File: src/hw/rtl/csl_pkg.sv
// shared types, codes and field widths for the cursor sequence list
`timescale 1ns / 1ps
`default_nettype none

package csl_pkg;

	localparam int unsigned VAL_W = 32;
	localparam int unsigned CMD_W = 3;
	localparam int unsigned CNT_W = 6;
	localparam int unsigned ERR_W = 2;

	typedef enum logic [CMD_W-1:0] {
		CMD_START   = 3'd0,
		CMD_ADVANCE = 3'd1,
		CMD_INSERT  = 3'd2,
		CMD_ATTACH  = 3'd3,
		CMD_REMOVE  = 3'd4
	} cmd_t;

	typedef enum logic [ERR_W-1:0] {
		ERR_OK    = 2'd0,
		ERR_FULL  = 2'd1,
		ERR_EMPTY = 2'd2
	} err_t;

	// controller to datapath
	typedef struct packed {
		logic load;
		logic exec;
		logic step;
		logic place;
		logic drop;
		logic read;
		logic publish;
	} ctrl_t;

	// datapath to controller
	typedef struct packed {
		logic is_put;
		logic is_remove;
		logic full;
		logic has_item;
		logic shift;
		logic last;
		logic out_free;
	} stat_t;

endpackage

`default_nettype wire

File: src/hw/rtl/csl_if.sv
// request and result channel interfaces
`timescale 1ns / 1ps
`default_nettype none

interface csl_req_if;
	logic        valid;
	logic        ready;
	logic [2:0]  command;
	logic [31:0] entry_value;

	modport source (output valid, output command, output entry_value, input ready);
	modport sink (input valid, input command, input entry_value, output ready);
endinterface

interface csl_rsp_if;
	logic        valid;
	logic        ready;
	logic [31:0] current_value;
	logic        cursor_valid;
	logic [5:0]  item_count;
	logic [1:0]  error_code;

	modport source (output valid, output current_value, output cursor_valid,
		output item_count, output error_code, input ready);
	modport sink (input valid, input current_value, input cursor_valid,
		input item_count, input error_code, output ready);
endinterface

`default_nettype wire

File: src/hw/rtl/csl_ram.sv
// generic simple dual-port ram with registered read
`timescale 1ns / 1ps
`default_nettype none

module csl_ram #(
	parameter int unsigned WIDTH = 32,
	parameter int unsigned DEPTH = 32
) (
	input  wire logic                     clk,
	input  wire logic                     wr_en,
	input  wire logic [$clog2(DEPTH)-1:0] wr_addr,
	input  wire logic [WIDTH-1:0]         wr_data,
	input  wire logic                     rd_en,
	input  wire logic [$clog2(DEPTH)-1:0] rd_addr,
	output logic      [WIDTH-1:0]         rd_data
);

	logic [WIDTH-1:0] mem_q [DEPTH];

	always_ff @(posedge clk) begin
		if (wr_en) begin
			mem_q[wr_addr] <= wr_data;
		end
		if (rd_en) begin
			rd_data <= mem_q[rd_addr];
		end
	end

endmodule

`default_nettype wire

File: src/hw/rtl/csl_ctrl.sv
// sequencing state machine for the cursor sequence list
`timescale 1ns / 1ps
`default_nettype none

module csl_ctrl import csl_pkg::*; (
	input  wire logic  clk,
	input  wire logic  arst_n,
	input  wire logic  req_valid,
	output logic       req_ready,
	input  wire stat_t stat,
	output ctrl_t      ctrl
);

	typedef enum logic [7:0] {
		S_IDLE  = 8'b0000_0001,
		S_EXEC  = 8'b0000_0010,
		S_SHIFT = 8'b0000_0100,
		S_DRAIN = 8'b0000_1000,
		S_PLACE = 8'b0001_0000,
		S_DROP  = 8'b0010_0000,
		S_READ  = 8'b0100_0000,
		S_OUT   = 8'b1000_0000
	} state_t;

	state_t state_q;
	state_t state_d;

	always_comb begin
		state_d   = state_q;
		req_ready = 1'b0;
		ctrl      = '0;
		unique case (state_q)
			S_IDLE: begin
				req_ready = 1'b1;
				if (req_valid) begin
					ctrl.load = 1'b1;
					state_d   = S_EXEC;
				end
			end
			S_EXEC: begin
				ctrl.exec = 1'b1;
				priority if (stat.is_put && !stat.full) begin
					state_d = stat.shift ? S_SHIFT : S_PLACE;
				end else if (stat.is_remove && stat.has_item) begin
					state_d = stat.shift ? S_SHIFT : S_DROP;
				end else begin
					state_d = S_READ;
				end
			end
			S_SHIFT: begin
				ctrl.step = 1'b1;
				if (stat.last) begin
					state_d = S_DRAIN;
				end
			end
			// last moved entry lands here
			S_DRAIN: begin
				state_d = stat.is_remove ? S_DROP : S_PLACE;
			end
			S_PLACE: begin
				ctrl.place = 1'b1;
				state_d    = S_READ;
			end
			S_DROP: begin
				ctrl.drop = 1'b1;
				state_d   = S_READ;
			end
			S_READ: begin
				ctrl.read = 1'b1;
				state_d   = S_OUT;
			end
			S_OUT: begin
				if (stat.out_free) begin
					ctrl.publish = 1'b1;
					state_d      = S_IDLE;
				end
			end
			default: begin
				state_d = S_IDLE;
			end
		endcase
	end

	always_ff @(posedge clk or negedge arst_n) begin
		if (!arst_n) begin
			state_q <= S_IDLE;
		end else begin
			state_q <= state_d;
		end
	end

endmodule

`default_nettype wire

File: src/hw/rtl/csl_dp.sv
// list storage, cursor, count and result register
`timescale 1ns / 1ps
`default_nettype none

module csl_dp import csl_pkg::*; #(
	parameter int unsigned CAPACITY = 32
) (
	input  wire logic             clk,
	input  wire logic             arst_n,
	input  wire logic [CMD_W-1:0] command,
	input  wire logic [VAL_W-1:0] entry_value,
	input  wire ctrl_t            ctrl,
	output stat_t                 stat,
	csl_rsp_if.source             rsp
);

	localparam int unsigned CW = $clog2(CAPACITY + 1);
	localparam int unsigned AW = $clog2(CAPACITY);

	logic [CW-1:0]    cursor_q;
	logic [CW-1:0]    count_q;
	logic             pend_s1;
	logic             out_valid_q;

	logic [CMD_W-1:0] cmd_q;
	logic [VAL_W-1:0] val_q;
	err_t             err_q;
	logic [CW-1:0]    pos_q;
	logic [AW-1:0]    idx_q;
	logic [AW-1:0]    end_q;
	logic [AW-1:0]    pend_idx_s1;

	logic [VAL_W-1:0] value_q;
	logic             cur_valid_q;
	logic [CNT_W-1:0] item_count_q;
	logic [ERR_W-1:0] err_out_q;

	logic             has_item;
	logic             full;
	logic             is_put;
	logic             is_remove;
	logic [CW-1:0]    cursor_inc;
	logic [CW-1:0]    pos_sel;
	logic             shift;

	logic             wr_en;
	logic [AW-1:0]    wr_addr;
	logic [VAL_W-1:0] wr_data;
	logic             rd_en;
	logic [AW-1:0]    rd_addr;
	logic [VAL_W-1:0] rd_data;

	assign has_item   = cursor_q < count_q;
	assign full       = count_q >= CW'(CAPACITY);
	assign is_put     = (cmd_q == CMD_INSERT) || (cmd_q == CMD_ATTACH);
	assign is_remove  = cmd_q == CMD_REMOVE;
	assign cursor_inc = cursor_q + CW'(1);

	// insert goes before the cursor, attach after it; no current item means front or end
	always_comb begin
		if (cmd_q == CMD_ATTACH) begin
			pos_sel = has_item ? cursor_inc : count_q;
		end else begin
			pos_sel = has_item ? cursor_q : '0;
		end
	end

	assign shift = is_remove ? (cursor_inc < count_q) : (count_q != pos_sel);

	assign stat.is_put    = is_put;
	assign stat.is_remove = is_remove;
	assign stat.full      = full;
	assign stat.has_item  = has_item;
	assign stat.shift     = shift;
	assign stat.last      = idx_q == end_q;
	assign stat.out_free  = !out_valid_q || rsp.ready;

	// one entry moves per cycle: read here, written a place on the next cycle
	assign wr_en   = ctrl.place || pend_s1;
	assign wr_addr = ctrl.place ? pos_q[AW-1:0]
		: (is_remove ? pend_idx_s1 - AW'(1) : pend_idx_s1 + AW'(1));
	assign wr_data = ctrl.place ? val_q : rd_data;
	assign rd_en   = ctrl.step || (ctrl.read && has_item);
	assign rd_addr = ctrl.step ? idx_q : cursor_q[AW-1:0];

	csl_ram #(
		.WIDTH (VAL_W),
		.DEPTH (CAPACITY)
	) u_ram (
		.clk     (clk),
		.wr_en   (wr_en),
		.wr_addr (wr_addr),
		.wr_data (wr_data),
		.rd_en   (rd_en),
		.rd_addr (rd_addr),
		.rd_data (rd_data)
	);

	always_ff @(posedge clk or negedge arst_n) begin
		if (!arst_n) begin
			cursor_q    <= '0;
			count_q     <= '0;
			pend_s1     <= 1'b0;
			out_valid_q <= 1'b0;
		end else begin
			pend_s1 <= ctrl.step;
			if (ctrl.exec) begin
				if (cmd_q == CMD_START) begin
					cursor_q <= '0;
				end else if ((cmd_q == CMD_ADVANCE) && has_item) begin
					cursor_q <= cursor_inc;
				end
			end
			if (ctrl.place) begin
				count_q  <= count_q + CW'(1);
				cursor_q <= pos_q;
			end
			if (ctrl.drop) begin
				count_q <= count_q - CW'(1);
			end
			if (ctrl.publish) begin
				out_valid_q <= 1'b1;
			end else if (rsp.ready) begin
				out_valid_q <= 1'b0;
			end
		end
	end

	always_ff @(posedge clk) begin
		if (ctrl.load) begin
			cmd_q <= command;
			val_q <= entry_value;
		end
		if (ctrl.exec) begin
			priority if (is_put && full) begin
				err_q <= ERR_FULL;
			end else if (is_remove && !has_item) begin
				err_q <= ERR_EMPTY;
			end else begin
				err_q <= ERR_OK;
			end
			pos_q <= pos_sel;
			if (is_remove) begin
				idx_q <= cursor_inc[AW-1:0];
				end_q <= AW'(count_q - CW'(1));
			end else begin
				idx_q <= AW'(count_q - CW'(1));
				end_q <= pos_sel[AW-1:0];
			end
		end
		if (ctrl.step) begin
			idx_q       <= is_remove ? idx_q + AW'(1) : idx_q - AW'(1);
			pend_idx_s1 <= idx_q;
		end
		if (ctrl.publish) begin
			value_q      <= has_item ? rd_data : '0;
			cur_valid_q  <= has_item;
			item_count_q <= CNT_W'(count_q);
			err_out_q    <= err_q;
		end
	end

	assign rsp.valid         = out_valid_q;
	assign rsp.current_value = value_q;
	assign rsp.cursor_valid  = cur_valid_q;
	assign rsp.item_count    = item_count_q;
	assign rsp.error_code    = err_out_q;

`ifndef NO_ASSERTIONS
	a_cursor_in_range: assert property (@(posedge clk) disable iff (!arst_n)
		(cursor_q <= count_q) && (count_q <= CW'(CAPACITY)))
		else $error("cursor or count out of range");

	a_place_no_pending: assert property (@(posedge clk) disable iff (!arst_n)
		ctrl.place |-> !pend_s1)
		else $error("placement collides with a pending shift write");

	a_place_counts: assert property (@(posedge clk) disable iff (!arst_n)
		ctrl.place |=> (count_q == $past(count_q) + CW'(1)))
		else $error("placement did not grow the list by one");

	a_publish_free: assert property (@(posedge clk) disable iff (!arst_n)
		ctrl.publish |-> (!out_valid_q || rsp.ready))
		else $error("result overwritten before it was taken");
`endif

endmodule

`default_nettype wire

File: src/hw/rtl/cursor_sequence_list_unit.sv
// top level of the cursor sequence list
//
//  channel  dir  handshake     payload
//  req      in   valid/ready   command, entry_value
//  rsp      out  valid/ready   current_value, cursor_valid, item_count, error_code
//
// one request at a time; start, advance and rejected requests go through exec, read and out
// insert and attach: exec, shift and drain if entries move up, then place, read and out;
// remove: entries move down, drop for place; one entry moves per cycle through the ram port
// reset clears cursor, count and handshake state; ram contents need no clearing
// a stalled result holds in the output register; the next request is still taken and worked,
// then waits in the last state until the register frees
`timescale 1ns / 1ps
`default_nettype none

module cursor_sequence_list_unit import csl_pkg::*; #(
	parameter int unsigned CAPACITY = 32
) (
	input wire logic clk,
	input wire logic arst_n,
	csl_req_if.sink   req,
	csl_rsp_if.source rsp
);

	ctrl_t ctrl;
	stat_t stat;
	logic  req_ready;

	assign req.ready = req_ready;

	csl_ctrl u_ctrl (
		.clk       (clk),
		.arst_n    (arst_n),
		.req_valid (req.valid),
		.req_ready (req_ready),
		.stat      (stat),
		.ctrl      (ctrl)
	);

	csl_dp #(
		.CAPACITY (CAPACITY)
	) u_dp (
		.clk         (clk),
		.arst_n      (arst_n),
		.command     (req.command),
		.entry_value (req.entry_value),
		.ctrl        (ctrl),
		.stat        (stat),
		.rsp         (rsp)
	);

endmodule

`default_nettype wire
File: src/flat_wrapper.sv
// flat-port wrapper written by rule: the top's interface ports become plain ports
module cursor_sequence_list_unit_flat import csl_pkg::*;
#(
	parameter int unsigned CAPACITY = 32
)
  (clk, arst_n, req_valid, req_command, req_entry_value, req_ready, rsp_valid, rsp_current_value, rsp_cursor_valid, rsp_item_count, rsp_error_code, rsp_ready);
  csl_req_if req_i ();
  csl_rsp_if rsp_i ();
  input wire logic clk;
  input wire logic arst_n;
  input wire logic [$bits(req_i.valid)-1:0] req_valid;
  input wire logic [$bits(req_i.command)-1:0] req_command;
  input wire logic [$bits(req_i.entry_value)-1:0] req_entry_value;
  output wire logic [$bits(req_i.ready)-1:0] req_ready;
  output wire logic [$bits(rsp_i.valid)-1:0] rsp_valid;
  output wire logic [$bits(rsp_i.current_value)-1:0] rsp_current_value;
  output wire logic [$bits(rsp_i.cursor_valid)-1:0] rsp_cursor_valid;
  output wire logic [$bits(rsp_i.item_count)-1:0] rsp_item_count;
  output wire logic [$bits(rsp_i.error_code)-1:0] rsp_error_code;
  input wire logic [$bits(rsp_i.ready)-1:0] rsp_ready;
  assign req_i.valid = req_valid;
  assign req_i.command = req_command;
  assign req_i.entry_value = req_entry_value;
  assign req_ready = req_i.ready;
  assign rsp_valid = rsp_i.valid;
  assign rsp_current_value = rsp_i.current_value;
  assign rsp_cursor_valid = rsp_i.cursor_valid;
  assign rsp_item_count = rsp_i.item_count;
  assign rsp_error_code = rsp_i.error_code;
  assign rsp_i.ready = rsp_ready;
  cursor_sequence_list_unit #(.CAPACITY(CAPACITY)) u_core (.clk(clk), .arst_n(arst_n), .req(req_i), .rsp(rsp_i));
endmodule
File: config.mk
export PLATFORM = sky130hd
export DESIGN_NAME = cursor_sequence_list_unit_flat
export DESIGN_NICKNAME = d
export VERILOG_FILES = /design/src/hw/rtl/csl_pkg.sv /design/src/hw/rtl/csl_if.sv /design/src/hw/rtl/csl_ram.sv /design/src/hw/rtl/csl_ctrl.sv /design/src/hw/rtl/csl_dp.sv /design/src/hw/rtl/cursor_sequence_list_unit.sv /design/src/flat_wrapper.sv
export SDC_FILE = /design/constraint.sdc
export NUM_CORES = 2
export LEC_CHECK = 0
export ABC_CLOCK_PERIOD_IN_PS = 13200
export BUFFER_PORTS_ARGS = -buffer_cell sky130_fd_sc_hd__buf_4
export CORE_UTILIZATION = 49
export CTS_CLUSTER_SIZE = 28
export DETAILED_ROUTE_END_ITERATION = 8
export GPL_TIMING_DRIVEN = 0
export HOLD_SLACK_MARGIN = 0.02
export PLACE_DENSITY = 0.69
export SLEW_MARGIN = 20
export SYNTH_ARGS = -nofsm -noshare
export SYNTH_HDL_FRONTEND = slang
export SYNTH_SLANG_ARGS = --single-unit
export TNS_END_PERCENT = 30
File: constraint.sdc
create_clock -name clk -period 13.2 [get_ports clk]
set_input_delay 2.64 -clock clk [delete_from_list [all_inputs] [get_ports clk]]
set_output_delay 2.64 -clock clk [all_outputs]
set_load 0.03 [all_outputs]
Yosys cells after proc, flatten, opt, wreduce, memory -nomap -nowiden --
Memory sizes are Yosys's and may differ from the RTL's. A register that Yosys moved wholly into a read port is not among the register bits. Index checks and enable logic that the tools add are counted. Widths: inputs -> output; s select.
Word-level totals: flip-flop bits (word level) 121, RAM bits 1024, input port bits 39, output and inout port bits 43, logic and storage cells 109, memories kept 1
Operators by class: add/sub/neg operators 7, magnitude comparators 3, eq/ne operators 17, muxes and demuxes 43, reductions and logical operators 22
Memories:
- u_core.u_dp.u_ram.mem_q | depth 32, bits a word 32, rd ports 1, clocked after memory_dff 1, write ports 1, RTL line csl_ram.sv:18 | logic [WIDTH-1:0] mem_q [DEPTH];
Operators by type and width (number):
- $mux 6 | 11
- $pmux 8 s7 | 1
- $mux 5 | 9
- $mux 32 | 1
- $mux 8 | 4
- $mux 1 | 15
- $add 6x1->6 const B | 2
- $lt 6x6->1 | 2
- $add 5x1->5 const B | 2
- $sub 5x1->5 const B | 2
- $eq 8x1->1 const B | 1
- $eq 8x2->1 const B | 1
- $eq 8x3->1 const B | 1
- $eq 8x4->1 const B | 1
- $eq 8x5->1 const B | 1
- $eq 8x6->1 const B | 1
- $eq 8x7->1 const B | 1
- $eq 8x8->1 const B | 1
- $reduce_bool 2->1 | 4
- $mux 7 | 1
- $eq 3x2->1 const B | 2
- $ge 6x6->1 const B | 1
- $logic_and 1x1->1 | 6
- $ne 6x6->1 | 1
- 14 further kinds | 20

Depth between registers and ports, before layout --
word-level depth 9, mapped depth 13, mapped depth without buffers 12

Modules after synthesis --
From an unflattened synthesis, not the netlist that was laid out.
Unflattened totals: cells, all modules 2741, area total of the unflattened synthesis 47018.8 um2
By module, submodules not included:
- csl_ram | times used 1, cells each 2260, area each 40805.4 um2, sequential area each 31710.4 um2
- csl_dp | times used 1, cells each 431, area each 5710.5 um2, sequential area each 3323.2 um2
- csl_ctrl | times used 1, cells each 50, area each 503.0 um2, sequential area each 201.4 um2

Worst setup path before layout --
Ideal clock, no wire load.
path kind input port to flip-flop, start point input rsp_ready, end point register u_core.u_dp.value_q[0], in the netlist u_core.u_dp.rsp.current_value[0], enable pin, library setup time 453 ps, arrival 4700 ps, data required time 12747 ps, setup slack 8047 ps, stages 2, buffers on the path 0, path through inv_1 -> a21oi_1
RTL lines:
- start, declared | RTL line flat_wrapper.sv:20 | input wire logic [$bits(rsp_i.ready)-1:0] rsp_ready;
- end signal, assigned | RTL line csl_dp.sv:156 | value_q <= has_item ? rd_data : '0;
- end, declared | RTL line csl_dp.sv:33 | logic [VAL_W-1:0] value_q;

==> impl_metrics.toml <==
[run_status]
status = "finished clean"

[timing]
post-route-min-period_ns = 5.177
worst_slew_pin_slew_ns = 1.194
max_freq_mhz = 193.2
fin_ws_ns = 8.023
hold_viol_final = 0
skew_ns = 0.03115
slew_headroom = 0.2040
timing.hold.ws_ns = 0.4227
finalSetupViolCount = 0
tns_ns = 0
period_share = 0.3922
finalMaxSlewViolations = 0
rsz0062_at_grt = "false"

[worst_setup_path]
r2r_setup_slack_ns = 8.02
end_kind = "flip-flop"
arrival_ns = 5.52
cp.required_ns = 13.55
cp-start-kind = "flip-flop"
path_class = "reg2reg"
worstPathMaxFanout = 12

[floorplan]
core_sq_um = 93750
die_x_um = 310.1
placementRows = 112
ios = 82
die_h_um = 310.1
die_area_sq_um = 96190
start_util = 0.4963

[placement]
dpl_cell_area_sq_um = 50170
dp_cells = 4686
pre_cts_ws_ns = 8.327
routabilityCongestion = 0.9061
port_buffers = 81
dp_hpwl_mm = 90.65

[logic_synthesis]
ys_ff_latch = 1177
ys_types = 63
async_flop_share = 0.01869
synth-edff-count = 1155
syn_inst = 3304
synthTopCellsByArea = "edfxtp_1 (75%), nand2_1 (7.4%), nand3_1 (2.9%)"
syn-num-nets = 3365
synth_top_area_share = 0.7454
yosys_warnings = 0
yosysTopAreaCell = "edfxtp_1"
syn_avg_cell_area_sq_um = 14.08
yosysSeqAreaShare = 0.7573
syn_area_sq_um = 46530
ys.flop_type = "edfxtp_1"

[layout]
area_growth_pct = 15.83
fin_nets = 3611
layout-drive-gt1-share = 0.1172
final_common_cell = "edfxtp_1"
post-route-util = 0.5749
final_cells = 4903
layout_common_cells = "edfxtp_1 (1155), nand2_1 (888), nand3_1 (269)"
design_area_sq_um = 53890

[global_route]
grt_pass1_wl_mm = 191.0
grt-ovfl-total = 0
antenna_found_initial = 11
grt_pass1_vias = 28236
grt_max_degree = 36
grt_usage = 0.2785

[clock_tree]
cts_setup_buffers = 0
cts_htree_levels = 3
postCtsHoldBufs = 0
clockBufferDepth = 3
cts_tree = "built"
clk_pin_slew_ns = 0.06
cts_resized = 0
cts_root_buf = "clkbuf_16"
insertion_delay_ns = 0.70
clock-sinks = 1177
cts_buffers = 116

[drt]
num_vias = 29886
via_per_inst = 6.095
drtAntennaViolNets = 0
drc = 0
wirelength_mm = 134.4
avgRoutedWirePerCell_um = 27.41
first_pass_iters = 6
drt_iter0_markers = 4465

[pwr]
p_total_mw = 10.80
p_int_mw = 7.039
p_switching_mw = 3.762
power_frac_comb = 0.291
clkPwrFrac = 0.297
p_sw_frac = 0.3483
vdd_drop_max_uv = 166.3
power.leakage_nw = 17.88
p_per_area_nw_per_um2 = 200.4
power.share.sequential = 0.412

[run]
max_cap_violations = 0

[worst_hold_path]
hold_path.class = "reg2reg"
## synth_stat cells (3+ instances only)
| cell | n |
|---|---|
| xnor2_1 | 23 |
| nor4_1 | 37 |
| a21oi_1 | 26 |
| nand2_1 | 913 |
| a21o_1 | 4 |
| buf_4 | 7 |
| and2_1 | 34 |
| nor2_1 | 56 |
| o21a_1 | 5 |
| edfxtp_1 | 1155 |
| dfrtp_1 | 21 |
| mux2_2 | 3 |
| buf_2 | 51 |
| o211ai_1 | 8 |
| ha_1 | 20 |
| buf_6 | 6 |
| and4b_1 | 5 |
| o21ai_0 | 22 |
| a31oi_1 | 137 |
| nor3b_1 | 7 |
| mux2i_1 | 131 |
| and3_1 | 4 |
| a22oi_1 | 3 |
| clkbuf_1 | 125 |
| nand3_1 | 269 |
| nand2b_1 | 4 |
| nand3b_1 | 9 |
| inv_1 | 17 |
| nand4_1 | 3 |
| a32oi_1 | 128 |
| buf_1 | 5 |
| or3_1 | 6 |
| nor3_1 | 12 |
| nand4b_1 | 4 |
| xor2_1 | 8 |
## kinds of logic after synthesis
kind of cell	after synthesis	share of synthesized area
AND/OR/NAND/NOR	1372	0.1264
flip-flops	1177	0.7573
AO/OA/AOI/OAI	354	0.05494
buffers and inverters	213	0.02009
multiplexers	135	0.02923
XOR/XNOR	31	0.005836
adder cells (fa/ha/maj)	22	0.006239
## per-layer routing
layer	track usage	vias up	share of wire
met2	0.4326	1952	0.46
met5	0	-	0.000082
met4	0.1024	2	0.035
met1	0.3861	14724	0.38
li1	-	12915	-
met3	0.06259	293	0.12
## layout make-up
type / count / area (sq um)
clock buffer: 143 / 3004
tap: 1254 / 1569
antenna: 6 / 15.01
fill: 7156 / 39860
timing repair buffer: 128 / 1717
inverter: 19 / 71.32
buffer: 194 / 863.3
sequential: 1177 / 35240
clock inverter: 68 / 644.4
multi-input combinational: 1914 / 10780
## state kept, by name, summed over array words and instances (netlist names), 2 cells and up
register / count
u_core.u_dp.pend_idx_s1: 5
u_core.u_dp.cmd_q: 3
u_core.u_dp.val_q: 32
u_core.u_dp.pos_q: 6
u_core.u_dp.rsp.current_value: 32
u_core.u_dp.end_q: 5
u_core.u_dp.cursor_q: 6
u_core.u_dp.err_q: 2
u_core.u_dp.u_ram.rd_data: 32
u_core.u_dp.rsp.item_count: 6
u_core.u_ctrl.state_q: 8
u_core.u_dp.u_ram.mem_q: 1024
u_core.u_dp.idx_q: 5
u_core.u_dp.count_q: 6
u_core.u_dp.rsp.error_code: 2
## critical path, cell delays in order (launching register included)
cell and delay [ns]:
dfrtp_1 0.45, nor4_2 0.43, and4b_1 0.26, buf_4 0.23, mux2i_1 0.90, buf_2 0.47, buf_1 0.53, nand2_1 0.13
a32oi_1 0.24, a31oi_1 0.32, nor4_1 0.84
## power groups by stage
stage / clock (mW) / sequential (mW) / combinational (mW)
after floorplan: 0 / 4.48 / 1.80
after global placement: 0 / 4.53 / 2.96
after detailed placement: 0 / 4.52 / 3.04
after CTS: 3.21 / 4.45 / 3.06
after global routing: 3.36 / 4.45 / 3.31
final: 3.21 / 4.45 / 3.14
## final timing paths
| check | start | endpoint | cells past startpoint |
|---|---|---|---|
| max in group asynchronous | arst_n | u_core.u_ctrl.state_q[0] | 1 |
| min reg2reg | u_core.u_dp.err_q[0] | u_core.u_dp.rsp.error_code[0] | 0 |
| min in group asynchronous | arst_n | u_core.u_dp.cursor_q[3] | 1 |
| min | u_core.u_dp.err_q[0] | u_core.u_dp.rsp.error_code[0] | 0 |
| max reg2reg | u_core.u_ctrl.state_q[6] | u_core.u_dp.u_ram.rd_data[27] | 10 |
| max | u_core.u_ctrl.state_q[6] | u_core.u_dp.u_ram.rd_data[27] | 10 |
(Power assumes the default switching activity.)
